`src/hw/rtl/qpm_pkg.sv`:
```
package qpm_pkg;

   // fixed point and field widths
   localparam int FRAC_BITS = 14;
   localparam int COMP_W    = 16;
   localparam int POS_W     = 32;
   localparam int ENT_W     = 16;

   // internal widths: product, squared norm, numerator, quotient, dividend, result
   localparam int PROD_W = 2 * COMP_W;
   localparam int NORM_W = PROD_W + 1;
   localparam int NUM_W  = PROD_W + 2;
   localparam int QUO_W  = FRAC_BITS + 1;
   localparam int DVD_W  = NORM_W + FRAC_BITS;
   localparam int RES_W  = (QUO_W + 1 > ENT_W) ? QUO_W + 1 : ENT_W;

   // rotation entry lanes, row major
   localparam int NUM_ENT = 9;
   localparam int E00 = 0;
   localparam int E01 = 1;
   localparam int E02 = 2;
   localparam int E10 = 3;
   localparam int E11 = 4;
   localparam int E12 = 5;
   localparam int E20 = 6;
   localparam int E21 = 7;
   localparam int E22 = 8;

   localparam logic [QUO_W-1:0] Q_ONE   = QUO_W'(1) << FRAC_BITS;
   localparam logic [RES_W-1:0] RES_ONE = RES_W'(1) << FRAC_BITS;

   typedef logic signed [COMP_W-1:0] comp_type;
   typedef logic signed [POS_W-1:0]  pos_type;
   typedef logic signed [ENT_W-1:0]  ent_type;
   typedef logic signed [PROD_W-1:0] prod_type;
   typedef logic signed [NUM_W-1:0]  num_type;
   typedef logic [NORM_W-1:0]        norm_type;
   typedef logic [QUO_W-1:0]         quo_type;

   typedef struct packed {
      comp_type quat_x;
      comp_type quat_y;
      comp_type quat_z;
      comp_type quat_w;
      pos_type  pos_x;
      pos_type  pos_y;
      pos_type  pos_z;
   } quat_req_type;

   typedef struct packed {
      ent_type m00;
      ent_type m01;
      ent_type m02;
      pos_type m03;
      ent_type m10;
      ent_type m11;
      ent_type m12;
      pos_type m13;
      ent_type m20;
      ent_type m21;
      ent_type m22;
      pos_type m23;
   } pose_rsp_type;

   typedef struct packed {
      pos_type x;
      pos_type y;
      pos_type z;
   } pos3_type;

   typedef struct packed {
      prod_type xx;
      prod_type yy;
      prod_type zz;
      prod_type ww;
      prod_type xy;
      prod_type xz;
      prod_type yz;
      prod_type xw;
      prod_type yw;
      prod_type zw;
      pos3_type pos;
   } prod_stage_type;

   typedef struct packed {
      norm_type                norm;
      num_type [NUM_ENT-1:0]   num;
      pos3_type                pos;
   } sum_stage_type;

   typedef struct packed {
      norm_type                norm;
      logic                    zero;
      logic [NUM_ENT-1:0]      neg;
      norm_type [NUM_ENT-1:0]  mag;
      pos3_type                pos;
   } mag_stage_type;

   typedef struct packed {
      norm_type                norm;
      logic                    zero;
      logic [NUM_ENT-1:0]      neg;
      norm_type [NUM_ENT-1:0]  rem;
      quo_type [NUM_ENT-1:0]   acc;
      pos3_type                pos;
   } div_stage_type;

endpackage

```
`src/hw/rtl/qpm_norm.sv`:
```
module qpm_norm
   import qpm_pkg::*;
(
   input  logic          clock,
   input  logic          reset,
   input  logic          up_valid,
   output logic          up_ready,
   input  sum_stage_type up_data,
   output logic          dn_valid,
   input  logic          dn_ready,
   output div_stage_type dn_data
);

   logic          mag_valid_ff;
   logic          dvd_valid_ff;
   logic          mag_ready;
   logic          dvd_ready;
   mag_stage_type mag_in;
   mag_stage_type mag_ff;
   div_stage_type dvd_in;
   div_stage_type dvd_ff;
   logic [NUM_ENT-1:0] mag_ok;

   assign dvd_ready = ~dvd_valid_ff | dn_ready;
   assign mag_ready = ~mag_valid_ff | dvd_ready;
   assign up_ready  = mag_ready;

   // sign and magnitude; every magnitude is bounded by the squared norm
   always_comb begin : mag_calc
      num_type abs_v;
      mag_in.norm = up_data.norm;
      mag_in.zero = (up_data.norm == '0);
      mag_in.pos  = up_data.pos;
      for (int i = 0; i < NUM_ENT; i++) begin
         mag_in.neg[i] = up_data.num[i][NUM_W-1];
         abs_v = up_data.num[i][NUM_W-1] ? -up_data.num[i] : up_data.num[i];
         mag_in.mag[i] = abs_v[NORM_W-1:0];
      end
   end

   // dividend mag * 2^frac + norm/2 gives round half away; high part seeds the remainder
   always_comb begin : dvd_calc
      logic [DVD_W-1:0] dvd;
      dvd_in.norm = mag_ff.norm;
      dvd_in.zero = mag_ff.zero;
      dvd_in.neg  = mag_ff.neg;
      dvd_in.pos  = mag_ff.pos;
      for (int i = 0; i < NUM_ENT; i++) begin
         dvd = (DVD_W'(mag_ff.mag[i]) << FRAC_BITS) + DVD_W'(mag_ff.norm >> 1);
         dvd_in.rem[i] = {1'b0, dvd[DVD_W-1:QUO_W]};
         dvd_in.acc[i] = dvd[QUO_W-1:0];
      end
   end

   always_ff @(posedge clock) begin
      if (reset) begin
         mag_valid_ff <= 1'b0;
         dvd_valid_ff <= 1'b0;
      end else begin
         if (mag_ready) begin
            mag_valid_ff <= up_valid;
         end
         if (dvd_ready) begin
            dvd_valid_ff <= mag_valid_ff;
         end
      end
   end

   always_ff @(posedge clock) begin
      if (up_valid & mag_ready) begin
         mag_ff <= mag_in;
      end
      if (mag_valid_ff & dvd_ready) begin
         dvd_ff <= dvd_in;
      end
   end

   assign dn_valid = dvd_valid_ff;
   assign dn_data  = dvd_ff;

   always_comb begin
      for (int i = 0; i < NUM_ENT; i++) begin
         mag_ok[i] = (mag_ff.mag[i] <= mag_ff.norm);
      end
   end

   a_mag_bounded: assert property (@(posedge clock) disable iff (reset)
      mag_valid_ff |-> &mag_ok)
      else $error("numerator magnitude above squared norm");

endmodule

```
`config.mk`:
```
export PLATFORM = sky130hd
export DESIGN_NAME = qpm_norm
export DESIGN_NICKNAME = d
export VERILOG_FILES = /design/src/hw/rtl/qpm_pkg.sv /design/src/hw/rtl/qpm_norm.sv
export SDC_FILE = /design/constraint.sdc
export NUM_CORES = 1
export LEC_CHECK = 0
export BUFFER_PORTS_ARGS = -buffer_cell sky130_fd_sc_hd__buf_2
export CORE_AREA = 2 2 397 399
export CTS_BUF_LIST = sky130_fd_sc_hd__clkbuf_4 sky130_fd_sc_hd__clkbuf_8
export CTS_CLUSTER_SIZE = 16
export DETAILED_ROUTE_END_ITERATION = 16
export DIE_AREA = 0 0 399 401
export PLACE_DENSITY_LB_ADDON = 0.08
export SYNTH_ARGS = -nofsm -noshare
export SYNTH_HDL_FRONTEND = slang
export SYNTH_SLANG_ARGS = --single-unit
```
`constraint.sdc`:
```
create_clock -name clock -period 36.7 [get_ports clock]
set_clock_uncertainty 0.1 [all_clocks]
set_input_delay 7.34 -clock clock [delete_from_list [all_inputs] [get_ports clock]]
set_output_delay 7.34 -clock clock [all_outputs]
set_load 0.02 [all_outputs]
```
Word level (Yosys, flattened, before mapping)
Cells that the tools add are included.
{"block": "totals", "reg_bits": 1000, "in_bits": 439, "output_inout_bits": 573, "elab_cells": 75}
{"block": "op_classes", "addsub": 18, "muxes": 9, "n_bitwise": 6, "reduce_logical": 1}
{"cell": "adder 47 x 32 -> 47 bit", "count": 9}
{"cell": "2-to-1 mux 33 bit", "count": 9}
{"cell": "negation 33 bit", "count": 9}
{"cell": "zero test 33 bit", "count": 1}
{"cell": "AND 1 bit", "count": 2}
{"cell": "NOT 1 bit", "count": 2}
{"cell": "bitwise OR 1 bit", "count": 2}

Logic depth before layout (Yosys ltp)
Gate-level depths: netlist (run 1).
{"block": "logic_depth", "ltp_word": 4, "depth_mapped": 11, "ltp_nobuf": 10}

Least setup slack after synthesis (run 1)
OpenSTA, ideal clock, no wires.
{"block": "synth_timing", "path_type": "input port to flip-flop", "from": "in dn_ready", "to": "reg dvd_ff (netlist bit dn_data[0]) (enable)", "setup_ns": 1.297, "arrival_time_ns": 26.622, "required_ns": 35.303, "setup_slack_ns": 8.681, "cell_stages": 2, "path_buffers": 0, "path_cell_list": "nor2b_1 -> nor2b_1"}
{"block": "synth_via", "elab_chain_cells": 2}
{"item": "start, declared", "line_no": "qpm_norm.sv:10", "rtl": "input logic dn_ready,"}
{"item": "bitwise OR 1 bit", "line_no": "qpm_norm.sv:24", "rtl": "assign dvd_ready = ~dvd_valid_ff | dn_ready;"}
{"item": "AND 1 bit", "line_no": "qpm_norm.sv:73", "rtl": "if (mag_valid_ff & dvd_ready) begin"}
{"item": "end signal, assigned", "line_no": "qpm_norm.sv:74", "rtl": "dvd_ff <= dvd_in;"}
{"item": "end, declared", "line_no": "qpm_norm.sv:21", "rtl": "div_stage_type dvd_ff;"}
No other way between the ends.
A chain may end at the register's enable or synchronous reset.

Worst setup path in the final report (run 1)
{"block": "layout_timing", "from": "in dn_ready", "to": "out up_ready"}
{"block": "layout_via", "elab_chain_cells": 2}
{"item": "bitwise OR 1 bit", "line_no": "qpm_norm.sv:24"}
{"item": "bitwise OR 1 bit", "line_no": "qpm_norm.sv:25", "rtl": "assign mag_ready = ~mag_valid_ff | dvd_ready;"}
{"item": "end, declared", "line_no": "qpm_norm.sv:7", "rtl": "output logic up_ready,"}
No other way between the ends.

==> flow_summary_export.csv, run 1 <==
group,metric,value,unit
timing,hold_viol_final,0,
logic_synthesis,synth_edf_count,872,
critical_path,path_class,"in2out",
critical_path,cp-startpoint,"dn_ready",
clock_tree,clk_latency,0.90,ns
logic_synthesis,syn_avg_cell_area,13.2,µm²
outcome,status,"completed",
routing,wl_per_cell,22.8,µm
placed_design,placed_cells,6158,
timing,slew_viol_final,0,
logic_synthesis,yosysWarnings,0,
global_routing,overflow,0,
clock_tree,cts_hold_buffers,0,
timing,fmax,64.6,MHz
routing,drc_errors,0,
clock_tree,clock_path_buffers,3,
die,fp-row-count,145,
global_routing,first_global_vias,29000,
timing,rsz0062_at_grt,"false",
logic_synthesis,syn-cell-area,42700,µm²
final_layout,drive_gt1_frac,0.303,
logic_synthesis,synth_flop_cell,"edfxtp_1",
die,die_w,399,µm
power,p_total,0.00263,W
clock_tree,numCtsBuffers,167,
power,ir_drop,0.0264,mV
clock_tree,cts_root_buf,"clkbuf_8",
global_routing,grt_max_degree,119,
clock_tree,path_clk_slew,0.06,ns
timing,worst_slack,21.22,ns
die,die_h,401,µm
critical_path,critical_path_required,29.26,ns
timing,worst_pin_slew,1.25,ns
final_layout,area_growth,23.6,%
routing,viasPerCell,4.56,
placed_design,port_buffers,1002,
power,internal_power,0.00187,W
global_routing,antenna_found_initial,103,
clock_tree,cts_sinks,874,
timing,min_period,15.48,ns
die,die_area,160000,µm²
logic_synthesis,async_flop_share,0,
power,p_leak,20.2,nW
routing,vias,29600,
routing,drt-total-wl,148,mm
timing,finalSetupViolCount,0,
critical_path,critPathLaunchType,"primary input",
logic_synthesis,synth-seq-area-share,0.614,
clock_tree,cts_tree,"done",
clock_tree,ctsResizeCount,0,
clock_tree,post_cts_buffers,0,
timing,relSlewSlack,0.156,
power,power_density,49.8,nW/µm²
final_layout,instances_no_fill,6495,
timing,fin_crit_sh,0.422,
power,p_clk_frac,0.366,
final_layout,fillCellCount,15800,
power,p_switching,0.000759,W
final_layout,final_core_util,0.339,
global_routing,grt_pass1_wl,206,mm
routing,antenna_left,0,
power,swShare,0.289,
hold_path,hold_class,"reg2reg",
critical_path,crit_arrival,8.04,ns
placed_design,dpl_worst_slack,21.22,ns
critical_path,cp_max_fo,4,
power,pwr-share-seq,0.470,
run,cap_viol_max_count,0,
logic_synthesis,ys_ff_latch,874,
die,core_area,156000,µm²
clock_tree,htreeDepth,4,
die,pin_count,1012,
critical_path,end_kind,"output port",
routing,initialDrtViolationCount,1472,
logic_synthesis,synthCells,3229,
placed_design,gp_congestion,0.844,
timing,fin_setup_tns,0,ns
die,start_util,0.274,
placed_design,dp_hpwl,113,mm
power,comb_power_share,0.164,
global_routing,grt_use_total,0.180,
routing,drtPass1Iterations,6,
critical_path,r2r-start,"dn_valid$_SDFFE_PP0P_",
final_layout,finalNetCount,4888,
final_layout,final_cell_mix,"buf_2, edfxtp_1, xnor2_1",
logic_synthesis,ys_types,75,
final_layout,layout.cells.most_common,"buf_2",
hold_path,min_from,"dvd_in[550]$_DFFE_PP_",
==> kinds of logic after synthesis <==
logic type / count (synthesis) / share of synthesized area
adder cells (fa/ha/maj): 180 / 0.0543
AND/OR/NAND/NOR: 758 / 0.0898
flip-flops: 874 / 0.614
AO/OA/AOI/OAI: 639 / 0.0975
buffers and inverters: 231 / 0.0322
other: 1 / 0.0000878
XOR/XNOR: 546 / 0.112
==> per-stage QoR <==
stage / hold slack [ns] / cell area, µm²
2_1_floorplan: 0.300 / 42700
3_3_place_gp: 0.300 / 49400
3_5_place_dp: 0.305 / 49400
4_1_cts: 0.302 / 52700
5_1_grt: 0.315 / 52800
6_report: 0.300 / 52800
==> routing by layer <==
metal  global-route usage  up-vias  wire, µm
li1                     -    14200         -
met1                0.197    14000     55600
met2                0.316     1025     75200
met3               0.0697      323     13100
met4               0.0613       56      4140
met5                    0        -       355
==> flip-flops by register name (all words and copies together) (netlist names) <==
| register | count |
|---|---|
| dn_data | 436 |
| mag_ff | 297 |
| dn_valid | 1 |
| dvd_in | 139 |
| mag_valid_ff | 1 |
==> path summary, 6_finish.rpt <==
check	to	slack, ns	cells after the start
worst max-delay path	up_ready	21.22	4
worst min-delay path	dn_data[107]$_DFFE_PP_	0.30	0
worst max register to register	mag_ff[311]$_DFFE_PP_	31.93	7
worst min register to register	dn_data[107]$_DFFE_PP_	0.30	0
==> worst max-delay path, cell delays in order <==
cell and delay [ns]:
buf_2 0.10, nor2b_1 0.30, nand2_1 0.13, buf_2 0.18
==> Yosys cell counts (23+ instances only) <==
cell      instances  share of area
edfxtp_1        872           0.61
nor4_1           23         0.0034
o41ai_1          38         0.0078
buf_4           135          0.024
a21oi_1         147          0.017
or4_1            36         0.0063
o31ai_1          87          0.015
clkbuf_1         34         0.0030
and3_1           38         0.0056
inv_1            60         0.0053
or3_1            41         0.0060
xnor2_1         435          0.089
a21o_1           76          0.013
ha_1            171          0.050
xor2_1          111          0.023
nand4_1          31         0.0045
nand2_1         227          0.020
nand3_1          69         0.0081
nor2_1          139          0.012
nand2b_1         30         0.0044
nor3_1           40         0.0047
o21ai_0         156          0.018
==> power groups by stage <==
| stage | clock network, W | logic (W) | registers [W] |
|---|---|---|---|
| final | 0.000962 | 0.000432 | 0.00123 |
| after global routing | 0.00104 | 0.000477 | 0.00124 |
| after CTS | 0.00101 | 0.000441 | 0.00124 |
| after detailed placement | 0 | 0.000439 | 0.00126 |
| after global placement | 0 | 0.000441 | 0.00125 |
| after floorplan | 0 | 0.000234 | 0.00132 |
==> final cells by class <==
| cell class | instances | area, µm² | share of cell area |
|---|---|---|---|
| repair buffers | 1034 | 5270 | 0.0998 |
| inverters | 60 | 225 | 0.00427 |
| diodes | 36 | 90.1 | 0.00171 |
| clock buffers | 221 | 2710 | 0.0513 |
| clock inverters | 80 | 558 | 0.0106 |
| flip-flops and latches | 874 | 26200 | 0.497 |
| multi-input cells | 2132 | 15100 | 0.287 |
| well taps | 2058 | 2570 | 0.0488 |
No activity file was read; power rests on OpenSTA's default activity.
==> run 2, diff against run 1 <==
ABC_AREA = 1   (was not set)
CORE_AREA = 2 2 392 394   (was 2 2 397 399)
DIE_AREA = 0 0 394 396   (was 0 0 399 401)
clock period = 13 ns   (was 36.7 ns; I/O delays follow)
==> flow_summary_export.csv, run 2 <==
group,metric,value,unit
logic_synthesis,synthCells,6461,
logic_synthesis,synth_xor_area_frac,0.0566,
timing,min_period,5.82,ns
timing,rsz0062_at_grt,"false",
logic_synthesis,yosys.area_share.simple,0.284,
die,pin_count,1012,
power,internal_power,0.00542,W
die,die_area,156000,µm²
clock_tree,cts_hold_buffers,0,
outcome,status,"completed",
timing,worst_pin_slew,1.05,ns
global_routing,grt_max_degree,141,
power,p_clk_frac,0.359,
critical_path,reg2reg_to,"dvd_in[46]$_DFFE_PP_",
timing,fmax,172,MHz
critical_path,r2r-start,"dn_valid$_SDFFE_PP0P_",
global_routing,overflow,0,
final_layout,finalNetCount,8114,
global_routing,first_global_vias,43400,
power,p_leak,30.4,nW
critical_path,cp_max_fo,3,
timing,hold_viol_final,0,
timing,fin_setup_tns,0,ns
timing,finalSetupViolCount,0,
run,cap_viol_max_count,0,
logic_synthesis,synth_area_leaders,"edfxtp_1, nand2_1, inv_1, xor2_1, nor2_1",
final_layout,area_growth,19.2,%
logic_synthesis,synth_edf_count,872,
logic_synthesis,syn-cell-area,52900,µm²
final_layout,fin_area,63100,µm²
global_routing,grt_use_total,0.253,
final_layout,drive_gt1_frac,0.185,
global_routing,antenna_found_initial,106,
global_routing,grt.busiest_layer,"met2",
clock_tree,cts_sinks,874,
global_routing,use_met1,0.298,
logic_synthesis,synth.most_common_cell,"nand2_1",
critical_path,r2r_slack,9.37,ns
routing,initialDrtViolationCount,2890,
clock_tree,numCtsBuffers,166,
hold_path,hold_class,"reg2reg",
clock_tree,path_clk_slew,0.06,ns
clock_tree,htreeDepth,4,
final_layout,layout.cells.most_common,"nand2_1",
logic_synthesis,syn_avg_cell_area,8.19,µm²
die,die_h,396,µm
logic_synthesis,synth.mux.area_fraction,0,
logic_synthesis,synth_top_family_by_area,"simple AND/OR/NAND/NOR gates",
routing,drtPass1Iterations,8,
final_layout,fillCellCount,15500,
routing,drc_errors,0,
final_layout,largest_reg_flops,436,
timing,slew_viol_final,0,
placed_design,dp_hpwl,163,mm
routing,viasPerCell,4.68,
logic_synthesis,synth-compound-area-share,0.0282,
die,core_area,152000,µm²
timing,worst_slack,7.18,ns
timing,relSlewSlack,0.302,
clock_tree,clock_path_buffers,3,
clock_tree,post_cts_buffers,0,
clock_tree,cts_tree,"done",
logic_synthesis,yosys-top-cells-count,"nand2_1, inv_1, edfxtp_1",
critical_path,critPathLaunchType,"primary input",
logic_synthesis,yosysTopAreaCell,"edfxtp_1",
logic_synthesis,yosysTopAreaCellShare,0.495,
critical_path,path_class,"in2out",
power,swShare,0.316,
power,power_density,126,nW/µm²
logic_synthesis,synth_flop_cell,"edfxtp_1",
power,p_switching,0.00250,W
logic_synthesis,synth-seq-area-share,0.496,
clock_tree,cts_root_buf,"clkbuf_8",
placed_design,dpl_worst_slack,6.91,ns
timing,fin_crit_sh,0.448,
logic_synthesis,ys_types,49,
final_layout,final_cell_mix,"nand2_1, buf_2, inv_1",
logic_synthesis,yosysWarnings,0,
clock_tree,ctsResizeCount,0,
clock_tree,clk_latency,0.92,ns
global_routing,grt_pass1_wl,288,mm
critical_path,end_kind,"output port",
global_routing,gr-usage-met2,0.445,
routing,drt-total-wl,201,mm
placed_design,place_area,59600,µm²
routing,vias,45300,
routing,antenna_left,0,
die,die_w,394,µm
power,comb_power_share,0.196,
critical_path,reg2reg_depth,5,
logic_synthesis,ys_ff_latch,874,
die,start_util,0.349,
power,p_total,0.00793,W
routing,wl_per_cell,20.8,µm
power,ir_drop,0.0903,mV
placed_design,port_buffers,1002,
critical_path,critPathCapture,"up_ready",
logic_synthesis,synthAdderAreaFrac,0.0438,
global_routing,grtUsageMet3,0.0556,
placed_design,gp_congestion,0.917,
critical_path,critical_path_required,10.30,ns
logic_synthesis,async_flop_share,0,
critical_path,cp-startpoint,"dn_ready",
critical_path,crit_arrival,3.12,ns
power,pwr-share-seq,0.445,
die,fp-row-count,143,
-- run 2: cell types whose count changed after synthesis, sizes merged, moves of 75 or more --
cell   before   now
nand2     227  2307
inv        60   974
nor2      140   692
xnor2     435    52
nand3      69   417
xor2      111   290
o31ai      92     1
a21o       76     1
-- run 2: cells by family (layout without fill, tap and decap cells) --
kind of cell,after synthesis,after routing
flip-flops,874,874
AND/OR/NAND/NOR,3651,3651
adder cells (fa/ha/maj),180,180
AO/OA/AOI/OAI,267,267
buffers and inverters,1146,2302
other,1,28
XOR/XNOR,342,342
-- run 2: power groups by stage --
| stage | Sequential [W] | Clock (W) | Combinational, W |
|---|---|---|---|
| finish | 0.00353 | 0.00284 | 0.00156 |
| global route | 0.00354 | 0.00305 | 0.00173 |
| CTS | 0.00353 | 0.00294 | 0.00157 |
| detailed placement | 0.00358 | 0 | 0.00156 |
| global placement | 0.00358 | 0 | 0.00156 |
| floorplan | 0.00369 | 0 | 0.000844 |
-- run 2: critical path: stages --
cell and delay [ns]:
buf_2 0.10, inv_1 0.11, nand3_1 0.13, buf_2 0.19
-- run 2: through the flow --
step / util / std cells / hold WS (ns)
after floorplan: - / 6469 / 0.300
after detailed placement: 0.393 / 9357 / 0.305
after global placement: 0.393 / 9357 / 0.300
after global routing: 0.416 / 9666 / 0.312
final: 0.416 / 9674 / 0.302
after CTS: 0.416 / 9655 / 0.299
-- run 2: cell type report --
class                      instances  area [µm²]  share of cell area
antenna                           19        47.5            0.000754
sequential                       874       26200               0.416
multi-input combinational       4449       21900               0.347
tap                             2030        2540              0.0403
clock buffer                     208        2610              0.0413
timing repair buffer            1029        5270              0.0835
clock inverter                    90         812              0.0129
inverter                         975        3670              0.0581
-- run 2: how the worst min path moves through the flow --
stage / depth (start not counted) / from / endpoint
finish: 0 / dvd_in[14]$_DFFE_PP_ / dn_data[14]$_DFFE_PP_
global route: 0 / dvd_in[14]$_DFFE_PP_ / dn_data[14]$_DFFE_PP_
CTS: 0 / dvd_in[14]$_DFFE_PP_ / dn_data[14]$_DFFE_PP_
detailed placement: 0 / dvd_in[19]$_DFFE_PP_ / dn_data[19]$_DFFE_PP_
global placement: 0 / dvd_in[552]$_DFFE_PP_ / dn_data[109]$_DFFE_PP_
floorplan: 0 / dvd_in[0]$_DFFE_PP_ / dn_data[0]$_DFFE_PP_
-- run 2: metal layers --
layer,vias to the layer above,wire (µm)
met4,40,9120
met2,1518,98900
met5,-,256
met1,20600,80000
met3,454,12800
li1,22700,-
